--- src/rtl/sjf_pkg.sv ---
package sjf_pkg;

  localparam int MaxProcsDef = 16;
  localparam int BurstW      = 16;
  localparam int ArrW        = 16;
  localparam int JobIdW      = 5;
  localparam int WaitW       = 20;
  localparam int FinW        = 21;
  localparam int TatW        = 21;

  typedef struct packed {
    logic [BurstW-1:0] burst_time;
    logic [ArrW-1:0]   arrival_time;
    logic              last_job;
  } job_t;

  typedef struct packed {
    logic [JobIdW-1:0] job_id;
    logic [WaitW-1:0]  wait_time;
    logic [FinW-1:0]   finish_time;
    logic [TatW-1:0]   turnaround;
    logic              final_result;
  } result_t;

  typedef struct packed {
    logic              best_vld;
    logic [BurstW-1:0] best_burst;
    logic [ArrW-1:0]   best_arr;
    logic              early_vld;
    logic [ArrW-1:0]   early_arr;
  } pick_t;

endpackage

--- src/rtl/sjf_job_mem.sv ---
module sjf_job_mem #(
  parameter int Depth = sjf_pkg::MaxProcsDef,
  parameter int AddrW = (Depth > 1) ? $clog2(Depth) : 1,
  parameter int DataW = sjf_pkg::BurstW + sjf_pkg::ArrW
) (
  input  logic             clk_i,
  input  logic             wr_en_i,
  input  logic [AddrW-1:0] wr_addr_i,
  input  logic [DataW-1:0] wr_data_i,
  input  logic [AddrW-1:0] rd_addr_i,
  output logic [DataW-1:0] rd_data_o
);

  logic [DataW-1:0] mem_q [Depth];

  always_ff @(posedge clk_i) begin
    if (wr_en_i) begin
      mem_q[wr_addr_i] <= wr_data_i;
    end
    rd_data_o <= mem_q[rd_addr_i];
  end

endmodule

--- src/rtl/sjf_pick_unit.sv ---
module sjf_pick_unit #(
  parameter int IdxW = 4,
  parameter int ClkW = 21
) (
  input  logic                      clk_i,
  input  logic                      rst_ni,
  input  logic                      clr_i,
  input  logic                      vld_i,
  input  logic [IdxW-1:0]           idx_i,
  input  logic [sjf_pkg::BurstW-1:0] burst_i,
  input  logic [sjf_pkg::ArrW-1:0]  arr_i,
  input  logic                      done_i,
  input  logic [ClkW-1:0]           clock_i,
  output logic [IdxW-1:0]           best_idx_o,
  output sjf_pkg::pick_t            pick_o
);

  import sjf_pkg::*;

  pick_t           pick_d, pick_q;
  logic [IdxW-1:0] idx_d, idx_q;
  logic            arrived;
  logic            better;

  always_comb begin
    pick_d  = pick_q;
    idx_d   = idx_q;
    arrived = ClkW'(arr_i) <= clock_i;
    better  = !pick_q.best_vld || (burst_i < pick_q.best_burst) ||
              ((burst_i == pick_q.best_burst) && (arr_i < pick_q.best_arr));
    if (clr_i) begin
      pick_d.best_vld  = 1'b0;
      pick_d.early_vld = 1'b0;
    end else if (vld_i && !done_i) begin
      if (!pick_q.early_vld || (arr_i < pick_q.early_arr)) begin
        pick_d.early_vld = 1'b1;
        pick_d.early_arr = arr_i;
      end
      if (arrived && better) begin
        pick_d.best_vld   = 1'b1;
        pick_d.best_burst = burst_i;
        pick_d.best_arr   = arr_i;
        idx_d             = idx_i;
      end
    end
  end

  always_ff @(posedge clk_i or negedge rst_ni) begin
    if (!rst_ni) begin
      pick_q <= '0;
      idx_q  <= '0;
    end else begin
      pick_q <= pick_d;
      idx_q  <= idx_d;
    end
  end

  assign pick_o     = pick_q;
  assign best_idx_o = idx_q;

endmodule

--- src/rtl/sjf_nonpreemptive_scheduler_unit.sv ---
// Shortest-job-first scheduler. Each start taken while idle loads one job into
// the job memory while it has room; the job marked last starts the schedule,
// and busy stays high until the cycle that shows the final result of the batch,
// in which it falls. Each scheduled job costs one scan of the job memory through
// the single compare unit, and a gap with no arrived job costs one more scan.
// Results appear for one cycle on result_valid_o and must be taken then, because
// the receiver cannot stall the block.
module sjf_nonpreemptive_scheduler_unit #(
  parameter int MaxProcs = sjf_pkg::MaxProcsDef
) (
  input  logic             clk_i,
  input  logic             rst_ni,
  input  logic             start,
  input  sjf_pkg::job_t    job_i,
  output logic             busy,
  output logic             result_valid_o,
  output sjf_pkg::result_t result_o
);

  import sjf_pkg::*;

  localparam int IdxW = (MaxProcs > 1) ? $clog2(MaxProcs) : 1;
  localparam int CntW = $clog2(MaxProcs + 1);
  localparam int ClkW = ArrW + $clog2(MaxProcs + 1);
  localparam int MemW = BurstW + ArrW;

  typedef enum logic [1:0] {StIdle, StScan, StEval, StOut} state_e;

  state_e              state_d, state_q;
  logic [CntW-1:0]     count_d, count_q;
  logic [CntW-1:0]     n_d, n_q;
  logic [CntW-1:0]     scan_d, scan_q;
  logic [CntW-1:0]     emit_d, emit_q;
  logic [ClkW-1:0]     clock_d, clock_q;
  logic [ClkW-1:0]     wait_d, wait_q;
  logic [ClkW-1:0]     fin_d, fin_q;
  logic [MaxProcs-1:0] done_d, done_q;
  logic                dvld_d, dvld_q;
  logic [IdxW-1:0]     didx_d, didx_q;
  logic                rvld_d, rvld_q;
  result_t             res_d, res_q;

  logic                accept;
  logic                wr_en;
  logic                issue;
  logic                clr;
  logic [MemW-1:0]     rd_data;
  logic [IdxW-1:0]     best_idx;
  pick_t               pick;
  logic [IdxW:0]       id_full;
  logic [ClkW-1:0]     tat;

  assign accept = start && (state_q == StIdle);
  assign wr_en  = accept && (count_q < CntW'(MaxProcs));
  assign issue  = (state_q == StScan) && (scan_q < n_q);

  sjf_job_mem #(
    .Depth (MaxProcs),
    .AddrW (IdxW),
    .DataW (MemW)
  ) u_mem (
    .clk_i     (clk_i),
    .wr_en_i   (wr_en),
    .wr_addr_i (count_q[IdxW-1:0]),
    .wr_data_i ({job_i.burst_time, job_i.arrival_time}),
    .rd_addr_i (scan_q[IdxW-1:0]),
    .rd_data_o (rd_data)
  );

  sjf_pick_unit #(
    .IdxW (IdxW),
    .ClkW (ClkW)
  ) u_pick (
    .clk_i      (clk_i),
    .rst_ni     (rst_ni),
    .clr_i      (clr),
    .vld_i      (dvld_q),
    .idx_i      (didx_q),
    .burst_i    (rd_data[MemW-1:ArrW]),
    .arr_i      (rd_data[ArrW-1:0]),
    .done_i     (done_q[didx_q]),
    .clock_i    (clock_q),
    .best_idx_o (best_idx),
    .pick_o     (pick)
  );

  always_comb begin
    state_d = state_q;
    count_d = count_q;
    n_d     = n_q;
    scan_d  = scan_q;
    emit_d  = emit_q;
    clock_d = clock_q;
    wait_d  = wait_q;
    fin_d   = fin_q;
    done_d  = done_q;
    rvld_d  = 1'b0;
    res_d   = res_q;
    clr     = 1'b0;
    dvld_d  = issue;
    didx_d  = scan_q[IdxW-1:0];
    id_full = {1'b0, best_idx} + (IdxW + 1)'(1);
    tat     = fin_q - ClkW'(pick.best_arr);
    unique case (state_q)
      StIdle: begin
        if (accept) begin
          if (wr_en) begin
            count_d = count_q + CntW'(1);
          end
          if (job_i.last_job) begin
            n_d     = wr_en ? count_q + CntW'(1) : count_q;
            scan_d  = '0;
            emit_d  = '0;
            clock_d = '0;
            clr     = 1'b1;
            state_d = StScan;
          end
        end
      end
      StScan: begin
        if (issue) begin
          scan_d = scan_q + CntW'(1);
        end
        if (dvld_q && (CntW'(didx_q) == n_q - CntW'(1))) begin
          state_d = StEval;
        end
      end
      StEval: begin
        scan_d = '0;
        if (pick.best_vld) begin
          wait_d           = clock_q - ClkW'(pick.best_arr);
          fin_d            = clock_q + ClkW'(pick.best_burst);
          done_d[best_idx] = 1'b1;
          state_d          = StOut;
        end else begin
          clock_d = ClkW'(pick.early_arr);
          clr     = 1'b1;
          state_d = StScan;
        end
      end
      StOut: begin
        rvld_d             = 1'b1;
        res_d.job_id       = JobIdW'(id_full);
        res_d.wait_time    = WaitW'(wait_q);
        res_d.finish_time  = FinW'(fin_q);
        res_d.turnaround   = TatW'(tat);
        res_d.final_result = (emit_q + CntW'(1)) == n_q;
        emit_d             = emit_q + CntW'(1);
        clock_d            = fin_q;
        if ((emit_q + CntW'(1)) == n_q) begin
          count_d = '0;
          done_d  = '0;
          clock_d = '0;
          state_d = StIdle;
        end else begin
          clr     = 1'b1;
          state_d = StScan;
        end
      end
      default: begin
        state_d = StIdle;
      end
    endcase
  end

  always_ff @(posedge clk_i or negedge rst_ni) begin
    if (!rst_ni) begin
      state_q <= StIdle;
      count_q <= '0;
      n_q     <= '0;
      scan_q  <= '0;
      emit_q  <= '0;
      clock_q <= '0;
      wait_q  <= '0;
      fin_q   <= '0;
      done_q  <= '0;
      dvld_q  <= 1'b0;
      didx_q  <= '0;
      rvld_q  <= 1'b0;
      res_q   <= '0;
    end else begin
      state_q <= state_d;
      count_q <= count_d;
      n_q     <= n_d;
      scan_q  <= scan_d;
      emit_q  <= emit_d;
      clock_q <= clock_d;
      wait_q  <= wait_d;
      fin_q   <= fin_d;
      done_q  <= done_d;
      dvld_q  <= dvld_d;
      didx_q  <= didx_d;
      rvld_q  <= rvld_d;
      res_q   <= res_d;
    end
  end

  assign busy           = (state_q != StIdle);
  assign result_valid_o = rvld_q;
  assign result_o       = res_q;

endmodule

--- config.mk ---
export PLATFORM = sky130hd
export DESIGN_NAME = sjf_nonpreemptive_scheduler_unit
export DESIGN_NICKNAME = d
export VERILOG_FILES = /design/src/rtl/sjf_pkg.sv /design/src/rtl/sjf_job_mem.sv /design/src/rtl/sjf_pick_unit.sv /design/src/rtl/sjf_nonpreemptive_scheduler_unit.sv
export SDC_FILE = /design/constraint.sdc
export NUM_CORES = 1
export LEC_CHECK = 0
export BUFFER_PORTS_ARGS = -buffer_cell sky130_fd_sc_hd__buf_2
export CAP_MARGIN = 40
export CORE_ASPECT_RATIO = 1.2
export CORE_MARGIN = 2
export CORE_UTILIZATION = 50
export CTS_CLUSTER_SIZE = 25
export DETAILED_ROUTE_END_ITERATION = 10
export PLACE_DENSITY = 0.7
export SLEW_MARGIN = 20
export SYNTH_ARGS = -nofsm -noshare
export SYNTH_HDL_FRONTEND = slang
export SYNTH_SLANG_ARGS = --single-unit
--- constraint.sdc ---
create_clock -name clk_i -period 3.05 [get_ports clk_i]
set_input_delay 0.305 -clock clk_i [delete_from_list [all_inputs] [get_ports clk_i]]
set_output_delay 0.305 -clock clk_i [all_outputs]
set_load 0.02 [all_outputs]
# Yosys cells after proc, flatten, opt, wreduce, memory -nomap -nowiden
# Memories as Yosys holds them, arrays and structs flattened. A register that Yosys moved wholly into a read port is not among the register bits.
# Cells that the tools add are included.
[classes]
addsub = 8
order_cmp = 9
eq_ne = 13
mux = 40
bitwise = 2
reduce_logical = 35
[ops]
columns = ["op", "count"]
rows = [
  ["2-to-1 mux 21 bit", 4],
  ["case mux 21 bit (3 select lines)", 1],
  ["2-to-1 mux 50 bit", 1],
  ["less-than comparator 16 bit", 3],
  ["2-to-1 mux 33 bit", 1],
  ["2-to-1 mux 16 bit", 2],
  ["case mux 16 bit (2 select lines)", 1],
  ["2-to-1 mux 5 bit", 6],
  ["adder 21 x 16 -> 21 bit", 1],
  ["less-or-equal comparator 16 x 21 -> 1 bit", 1],
  ["AND reduction 3 bit", 7],
  ["subtractor 21 x 16 -> 21 bit", 1],
  ["case mux 5 bit (2 select lines)", 2],
  ["subtractor 20 x 16 -> 20 bit", 1],
  ["2-to-1 mux 17 bit", 1],
  ["== test 16 bit", 1],
  ["bitwise OR 16 bit", 1],
  ["adder 5 x 1 -> 5 bit (second input constant)", 3],
  ["case mux 5 bit (3 select lines)", 1],
  ["2-to-1 mux 1 bit", 12],
  ["nonzero test 2 bit", 6],
  ["less-than comparator 4 x 5 -> 1 bit (second input constant)", 2],
  ["!= test 2 bit (second input constant)", 5],
  ["logical AND 1 bit", 8],
  ["22 further kinds", 35],
]
[totals]
regBits = 228
ram_bits = 512
in_bits = 36
output_inout_bits = 70
elab_cells = 131
mem_count = 1
[memory_table]
columns = ["name", "words", "word_bits", "read_ports", "rd_ports_with_merged_regs", "wr", "line_no", "text"]
rows = [
  ["u_mem.mem_q", 16, 32, 1, 1, 1, "sjf_job_mem.sv:14", "logic [DataW-1:0] mem_q [Depth];"],
]

# Longest topological paths before layout
# Gate-level depths: netlist of run 1.
[logic_depth]
word_depth = 7
ltp_mapped = 11
mapped_depth_nobuf = 10

# Hierarchy
# From an unflattened synthesis of run 1, not the netlist that was laid out.
[unflattened]
hier_cells = 2328
area_unflattened_um2 = 33678.6
[modules_own_cells]
columns = ["mod", "n_inst", "cells_each", "area_each_um2", "seq_area_each_um2"]
rows = [
  ["sjf_job_mem", 1, 838, 19835.3, 16015.4],
  ["sjf_nonpreemptive_scheduler_unit", 1, 1055, 9699.3, 4354.2],
  ["sjf_pick_unit", 1, 435, 4144.0, 1351.3],
]

# Least setup slack after synthesis of run 1
# Ideal clock, no wire load.
[synth_path]
path_type = "register -> register"
from = "reg didx_q[0]"
to = "reg u_pick.idx_q[1], in the netlist u_pick.best_idx_o[1]"
setup_ns = 0.128
arrival_time_ns = 2.626
required_ns = 2.922
path_slack_ns = 0.296
path_stages_with_launch = 10
n_path_buf = 3
period_less_slack_ns = 2.754
path_cell_list = "dfrtp_1 -> buf_4 -> mux4_2 -> mux4_2 -> nand2b_4 -> a41o_1 -> a311o_1 -> buf_6 -> buf_6 -> mux2_1"
[synth_between]
elab_chain_len = 5
[synth_lines]
columns = ["item", "line_no", "text"]
rows = [
  ["start, declared", "sjf_nonpreemptive_scheduler_unit.sv:39", "logic [IdxW-1:0] didx_d, didx_q;"],
  ["start signal, assigned", "sjf_nonpreemptive_scheduler_unit.sv:192", "didx_q <= didx_d;"],
  ["binary-select mux 1 bit (select 4 bit)", "sjf_nonpreemptive_scheduler_unit.sv:81", ".done_i (done_q[didx_q]),"],
  ["2-to-1 mux 1 bit (implied by the code)", "sjf_nonpreemptive_scheduler_unit.sv:81", ""],
  ["logical NOT 1 bit", "sjf_pick_unit.sv:34", "end else if (vld_i && !done_i) begin"],
  ["logical AND 1 bit", "sjf_pick_unit.sv:34", ""],
  ["AND reduction 3 bit (no line)", "-", ""],
  ["end signal, assigned", "sjf_pick_unit.sv:54", "idx_q <= idx_d;"],
  ["end, declared", "sjf_pick_unit.sv:21", "logic [IdxW-1:0] idx_d, idx_q;"],
]
# No other way between the ends. The select of a mux whose other input is x is not followed.
# A chain may end at the register's enable or synchronous reset.

# Worst setup path in the final report of run 1
[layout_path]
from = "reg clock_q[8]"
to = "reg u_pick.pick_q (netlist bit u_pick.pick_o[27])"
[layout_between]
elab_chain_len = 3
[layout_lines]
columns = ["item", "line_no", "text"]
rows = [
  ["start, declared", "sjf_nonpreemptive_scheduler_unit.sv:34", "logic [ClkW-1:0] clock_d, clock_q;"],
  ["start signal, assigned", "sjf_nonpreemptive_scheduler_unit.sv:187", "clock_q <= clock_d;"],
  ["less-or-equal comparator 16 x 21 -> 1 bit", "sjf_pick_unit.sv:28", "arrived = ClkW'(arr_i) <= clock_i;"],
  ["logical AND 1 bit", "sjf_pick_unit.sv:39", "if (arrived && better) begin"],
  ["AND reduction 3 bit (no line)", "-", ""],
  ["end signal, assigned", "sjf_pick_unit.sv:53", "pick_q <= pick_d;"],
  ["end, declared", "sjf_pick_unit.sv:20", "pick_t pick_d, pick_q;"],
]
# No other way between the ends.

==> metrics.yaml, run 1 <==
start_kind: "flop"
clk_pin_slew_worst_paths_ps: 60
rr_worst_depth: 11
pin_count: 106
grt_pass1_wl_um: 119000
first_pass_iters: 5
drive_gt1_share_pct: 25.9
p_leak_nw: 14.6
ir_drop_mv: 0.514
synth_top_area_share_pct: 46.1
avgSynthCellArea_um2: 16.2
overflow: 0
h-tree-depth: 3
cp_slowest_stage_delay_ps: 420
critPathTopFamily: "compound AO/OA/AOI/OAI gates"
hpwlAfterDp_um: 48800
finalHoldViolCount: 0
synthArstFlopShare_pct: 29.5
finalPower_mw: 39.8
cts.sinks: 772
core.rowCount: 103
ys_top_cells_by_count: "edfxtp_1 (512), dfrtp_1 (228), mux4_2 (165)"
yosys_most_used_dff: "edfxtp_1"
viasPerCell: 5.90
grt_start_max_net_pins: 87
portBuffers: 105
cp.depth: 11
dieArea_um2: 68800
final_antenna_net_count: 0
endpoint_kind: "flop"
antenna_found_initial: 10
cp_common_cell: "buf_12"
ys_ff_latch: 772
ys_types: 70
synthCells: 2056
yosysWarnings: 0
first_global_vias: 19500
crit_chain: "inv_1, ha_1, and2_1, a221o_1, a211oi_1, nand3_1, a41o_1, a311o_2, buf_12, buf_12, mux2_4"
max_slew.worst_pin.slew_ps: 847
routedWlPerCell_um: 24.5
hold_class: "in2reg"
rsz0062_at_grt: "true"
worst_skew_pair.late_latency_ps: 640
die_h_um: 287
cts_tree: "done"
numCtsBuffers: 77
synth_area_leader_cell: "edfxtp_1"
arrival_ps: 3510
cp.required_ps: 3550
place_congestion: 0.944
min_delay_path_depth: 1
clock_path_buffers: 3
max_freq_mhz: 333
crit_buf_inv: 3
syn-num-nets: 2226
slew_headroom_pct: 43.1
final_core_utilization_pct: 58.4
synth.most_common_cell: "edfxtp_1"
route.detailed.drc: 0
worstPathMaxFanout: 8
syn_area_um2: 33300
cp_slowest_cell: "dfrtp_2"
finalCritPeriodShare_pct: 98.5
yosysSeqAreaShare_pct: 65.2
drt-initial-drc-count: 1548
setup_tns_ps: 0
core-area_um2: 65900
slew_violations: 0
synth_edf_count: 512
run_status: "completed"
powerDensity_nw_per_um2: 1040
layout_min_cycle_time_ps: 3010
setup_viol: 0
num_vias: 18900
synthTopCellsByArea: "edfxtp_1 (46%), dfrtp_1 (17%), mux4_2 (11%)"
die-width_um: 240
root_buffer: "clkbuf_16"
routed_wl_um: 78300
crit_type: "reg2reg"
grt_usage_pct: 23.3
area_delta_synth_final_pct: 15.3
layout.nets: 2409
skew_ps: 30.6
initial_core_util_pct: 50.6
maxCapViolations: 0
## cell type report
cell class,instances,area [um2]
clock buffer,106,2190
antenna,4,10.0
tap,892,1120
sequential,772,21700
timing repair buffer,181,1560
clock inverter,36,473
inverter,102,383
fill,4862,27400
multi-input combinational,1105,11000
## worst register-to-register path, stage by stage, from the launching register on
cell      delay (ps)
dfrtp_2          420
inv_1             80
ha_1             310
and2_1           180
a221o_1          300
a211oi_1         280
nand3_1          110
a41o_1           220
a311o_2          360
buf_12           160
buf_12           150
mux2_4           300
## state kept, by name, summed over array words and instances (netlist names), 2 cells and up
| name | cells |
|---|---|
| emit_q | 5 |
| didx_q | 4 |
| u_mem.mem_q | 512 |
| u_pick.best_idx_o | 4 |
| scan_q | 5 |
| wait_q | 20 |
| u_mem.rd_data_o | 32 |
| n_q | 5 |
| fin_q | 21 |
| result_o | 68 |
| done_q | 16 |
| count_q | 5 |
| state_q | 2 |
| clock_q | 21 |
| u_pick.pick_o | 50 |
## logic make-up (layout without fill, tap and decap cells)
group                      after synthesis  in the layout  share of synthesized area (%)
other                                    0              4                              0
and+or+nand+nor                        287            287                           4.17
DFF                                    772            772                           65.2
buffers and inverters                  179            425                           2.12
xor gates and xnor gates                59             59                           1.55
AOI/OAI and AO/OA                      340            340                           6.42
adders and majority gates              134            134                           5.10
muxes                                  285            285                           15.5
## routing by layer
| metal | global-route usage, % | part of all wire, % | vias to the layer above |
|---|---|---|---|
| li1 | - | - | 8358 |
| met1 | 29.1 | 39 | 9667 |
| met2 | 40.4 | 51 | 656 |
| met3 | 3.86 | 5.5 | 176 |
| met4 | 9.95 | 3.9 | 10 |
| met5 | 0 | 0.088 | - |
## power breakdown
part | leakage, nW | internal [mW] | switching [mW]
clock | 1.30 | 5.70 | 4.15
sequential | 7.66 | 12.9 | 1.65
combinational | 5.63 | 7.03 | 8.36
## through the flow
step,setup slack [ps],area [um2],hold slack (ps),std cells
6_report,44.5,38400,35.3,3198
3_5_place_dp,-94.6,35600,369,3042
5_1_grt,-13.7,38400,28.0,3196
4_1_cts,3.62,38300,0.346,3190
3_3_place_gp,-121,35500,357,3041
2_1_floorplan,296,33300,9.41,2056
## path summary, 6_finish.rpt
check | startpoint | endpoint | slack (ps)
max | clock_q[8]$_DFFE_PN0P_ | u_pick.pick_o[27]$_DFFE_PN0P_ | 40
min | job_i[21] | u_mem.mem_q[6][20]$_DFFE_PP_ | 40
max reg2reg | clock_q[8]$_DFFE_PN0P_ | u_pick.pick_o[27]$_DFFE_PN0P_ | 40
min reg2reg | wait_q[18]$_DFFE_PN0P_ | wait_q[18]$_DFFE_PN0P_ | 480
max in group asynchronous | rst_ni | clock_q[10]$_DFFE_PN0P_ | 1860
min in group asynchronous | rst_ni | result_o[18]$_DFFE_PN0P_ | 290
## what timing repair did
item,in CTS,in global routing
pin swaps,1,2
resized for setup,5,10
endpoints found under the hold margin,84,0
setup endpoints to repair,36,47
hold buffers,1,0
gates cloned,3,0
setup buffers,3,3
## placed cells by master, fill, tap and decap left out, types with 9 or more instances in the layout
cell / netlist / final
nor2b_1: 14 / 14
dfxtp_1: 32 / 31
nand2_1: 106 / 105
nand2b_1: 10 / 10
ha_1: 131 / 130
a22o_1: 11 / 11
a221oi_1: 17 / 17
clkbuf_16: 0 / 78
a21o_1: 21 / 21
edfxtp_1: 512 / 512
clkinv_2: 0 / 10
a21oi_1: 106 / 106
buf_12: 0 / 29
o211ai_1: 10 / 10
and2_2: 0 / 16
nor3_1: 17 / 17
o21ai_0: 82 / 82
mux2_4: 29 / 33
inv_1: 101 / 101
o21a_1: 17 / 17
mux2_2: 59 / 59
buf_4: 1 / 40
mux2_1: 23 / 19
buf_2: 1 / 104
mux4_2: 165 / 165
nor2_1: 52 / 52
xnor2_1: 36 / 36
clkbuf_8: 0 / 13
nand3_1: 23 / 23
clkbuf_1: 50 / 15
dfrtp_1: 228 / 222
mux2i_1: 9 / 9
nand4_1: 10 / 10
xor2_1: 23 / 23
(Power assumes the default switching activity.)
==> inputs of run 2 (changes only) <==
--- a/config.mk
+++ b/config.mk
@@ -12,7 +12,8 @@
 export CORE_UTILIZATION = 50
 export CTS_CLUSTER_SIZE = 25
 export DETAILED_ROUTE_END_ITERATION = 10
-export PLACE_DENSITY = 0.7
+export PLACE_DENSITY = 0.69
+export SETUP_SLACK_MARGIN = 0.3
 export SLEW_MARGIN = 20
 export SYNTH_ARGS = -nofsm -noshare
 export SYNTH_HDL_FRONTEND = slang
==> run 2 against run 1 <==
Core utilization shrank 0.40 points. Sequential share of layout area grew 0.38 points. First-iteration DRC count is 7.2% higher. Critical endpoint is now u_pick.pick_o[44]$_DFFE_PN0P_. Largest power group unchanged. Highest routed layer unchanged.
==> metrics.yaml, run 2 (synthesized netlist as in run 1, its figures left out) <==
run_status: "completed"
regMostFlops: "u_mem.mem_q"
cp_common_cell: "mux4_2"
pre_cts_ws_ps: -72.3
maxCapViolations: 0
drt-initial-drc-count: 1659
grt_pass1_wl_um: 121000
slew_headroom_pct: 46.8
num_vias: 18700
pin_count: 106
routedWlPerCell_um: 25.0
fin_ws_ps: 21.4
finalHoldViolCount: 0
endpoint_kind: "flop"
core.rowCount: 103
arrival_ps: 3530
final_cell_mix: "edfxtp_1 (512), dfrtp_1 (224), mux4_2 (165), ha_1 (128)"
first_global_vias: 19500
max_slew.worst_pin.slew_ps: 792
worstPathMaxFanout: 20
max_freq_mhz: 330
hpwlAfterDp_um: 50900
die_h_um: 287
fin_area_um2: 38200
start_kind: "flop"
power_switching_mw: 14.1
slew_violations: 0
p_int_mw: 25.1
placed_area_um2: 35600
h-tree-depth: 3
finalCritPeriodShare_pct: 99.3
skew_ps: 25.3
powerDensity_nw_per_um2: 1030
viasPerCell: 5.87
cts_tree: "done"
cp_slowest_cell: "mux4_2"
place_congestion: 0.886
rsz0062_at_grt: "true"
hold_class: "in2reg"
ir_drop_mv: 0.529
overflow: 0
numCtsBuffers: 77
power.share.switching_pct: 35.9
final_common_cell: "edfxtp_1"
antennaDiodeCount: 0
p_leak_nw: 14.4
portBuffers: 105
initial_core_util_pct: 50.6
route.detailed.drc: 0
setup_viol: 0
root_buffer: "clkbuf_16"
seq_power_share_pct: 37.1
cp_slowest_stage_delay_ps: 540
largest_reg_flops: 512
core-area_um2: 65900
final_antenna_net_count: 0
grt_usage_pct: 23.7
routed_wl_um: 79600
dieArea_um2: 68800
grt_start_max_net_pins: 99
crit_chain: "mux4_2, mux4_2, nand2b_4, buf_6, a41o_1, a311o_2, buf_12, mux2_4"
clkPwrFrac_pct: 24.2
layout_min_cycle_time_ps: 3030
combPwrFrac_pct: 38.6
antenna_found_initial: 8
finalPower_mw: 39.2
final_core_utilization_pct: 58.0
layout.nets: 2404
clock_path_buffers: 3
first_pass_iters: 5
clk_pin_slew_worst_paths_ps: 60
crit_type: "reg2reg"
holdWs_ps: 35.1
cts.sinks: 772
area_delta_synth_final_pct: 14.5
drive_gt1_share_pct: 25.4
die-width_um: 240
cp.required_ps: 3550
worst_skew_pair.late_latency_ps: 640
-- run 2: cell types whose count changed in the layout (fill, tap and decap cells not counted), sizes merged --
| cell | previous run | this run |
|---|---|---|
| diode | 4 | 0 |
| clkbuf | 106 | 97 |
| clkinvlp | 2 | 6 |
| buf | 180 | 175 |
| clkinv | 22 | 28 |
-- run 2: area by class of cell --
type | count | area, um2
multi-input combinational | 1105 | 11000
fill | 4912 | 27700
tap | 892 | 1120
timing repair buffer | 176 | 1420
clock inverter | 46 | 527
clock buffer | 97 | 2020
inverter | 102 | 383
sequential | 772 | 21700
-- run 2: critical path: cells and delay by family (launching register included) --
kind / cells / cell delay (ps)
buffers and inverters: 2 / 300
AND/OR/NAND/NOR: 1 / 190
AO/OA/AOI/OAI: 2 / 580
multiplexers: 3 / 1350
flip-flops: 1 / 460
-- run 2: power groups by stage --
stage                     sequential [mW]  clock (mW)  combinational, mW
after global placement               14.7           0               14.7
after floorplan                      14.5           0               10.4
after detailed placement             14.8           0               15.0
after global routing                 14.7        10.1               16.6
after CTS                            14.6        9.68               15.2
final                                14.5        9.51               15.1
-- run 2: stage by stage --
step                      std cells  TNS, ps
final                          3190        0
after floorplan                2056        0
after global placement         3044    -2490
after global routing           3190     -713
after CTS                      3190        0
after detailed placement       3045    -1480
-- run 2: final timing paths --
check,cells after the start,endpoint,start,slack [ps]
max,8,u_pick.pick_o[44]$_DFFE_PN0P_,didx_q[0]$_DFF_PN0_,20
min,1,u_mem.mem_q[6][24]$_DFFE_PP_,job_i[25],40
max reg2reg,8,u_pick.pick_o[44]$_DFFE_PN0P_,didx_q[0]$_DFF_PN0_,20
min reg2reg,1,u_pick.pick_o[33]$_DFFE_PN0P_,u_mem.rd_data_o[16]$_DFF_P_,470
max in group asynchronous,3,fin_q[12]$_DFFE_PN0P_,rst_ni,1980
min in group asynchronous,2,result_o[16]$_DFFE_PN0P_,rst_ni,150
-- run 2: repair_timing --
| action | in CTS | in global routing |
|---|---|---|
| hold buffers | 1 | 0 |
| hold endpoints to repair | 51 | 0 |
| pin swaps | 0 | 2 |
| endpoints found under the setup margin | 52 | 144 |
| gates resized for setup | 4 | 10 |
| buffers inserted | 1 | 0 |
-- run 2: metal layers --
layer,GRT usage (%),wire length [um]
met1,29.2,30600
met4,9.25,2760
met5,0,73
met3,3.65,4270
met2,41.8,41900
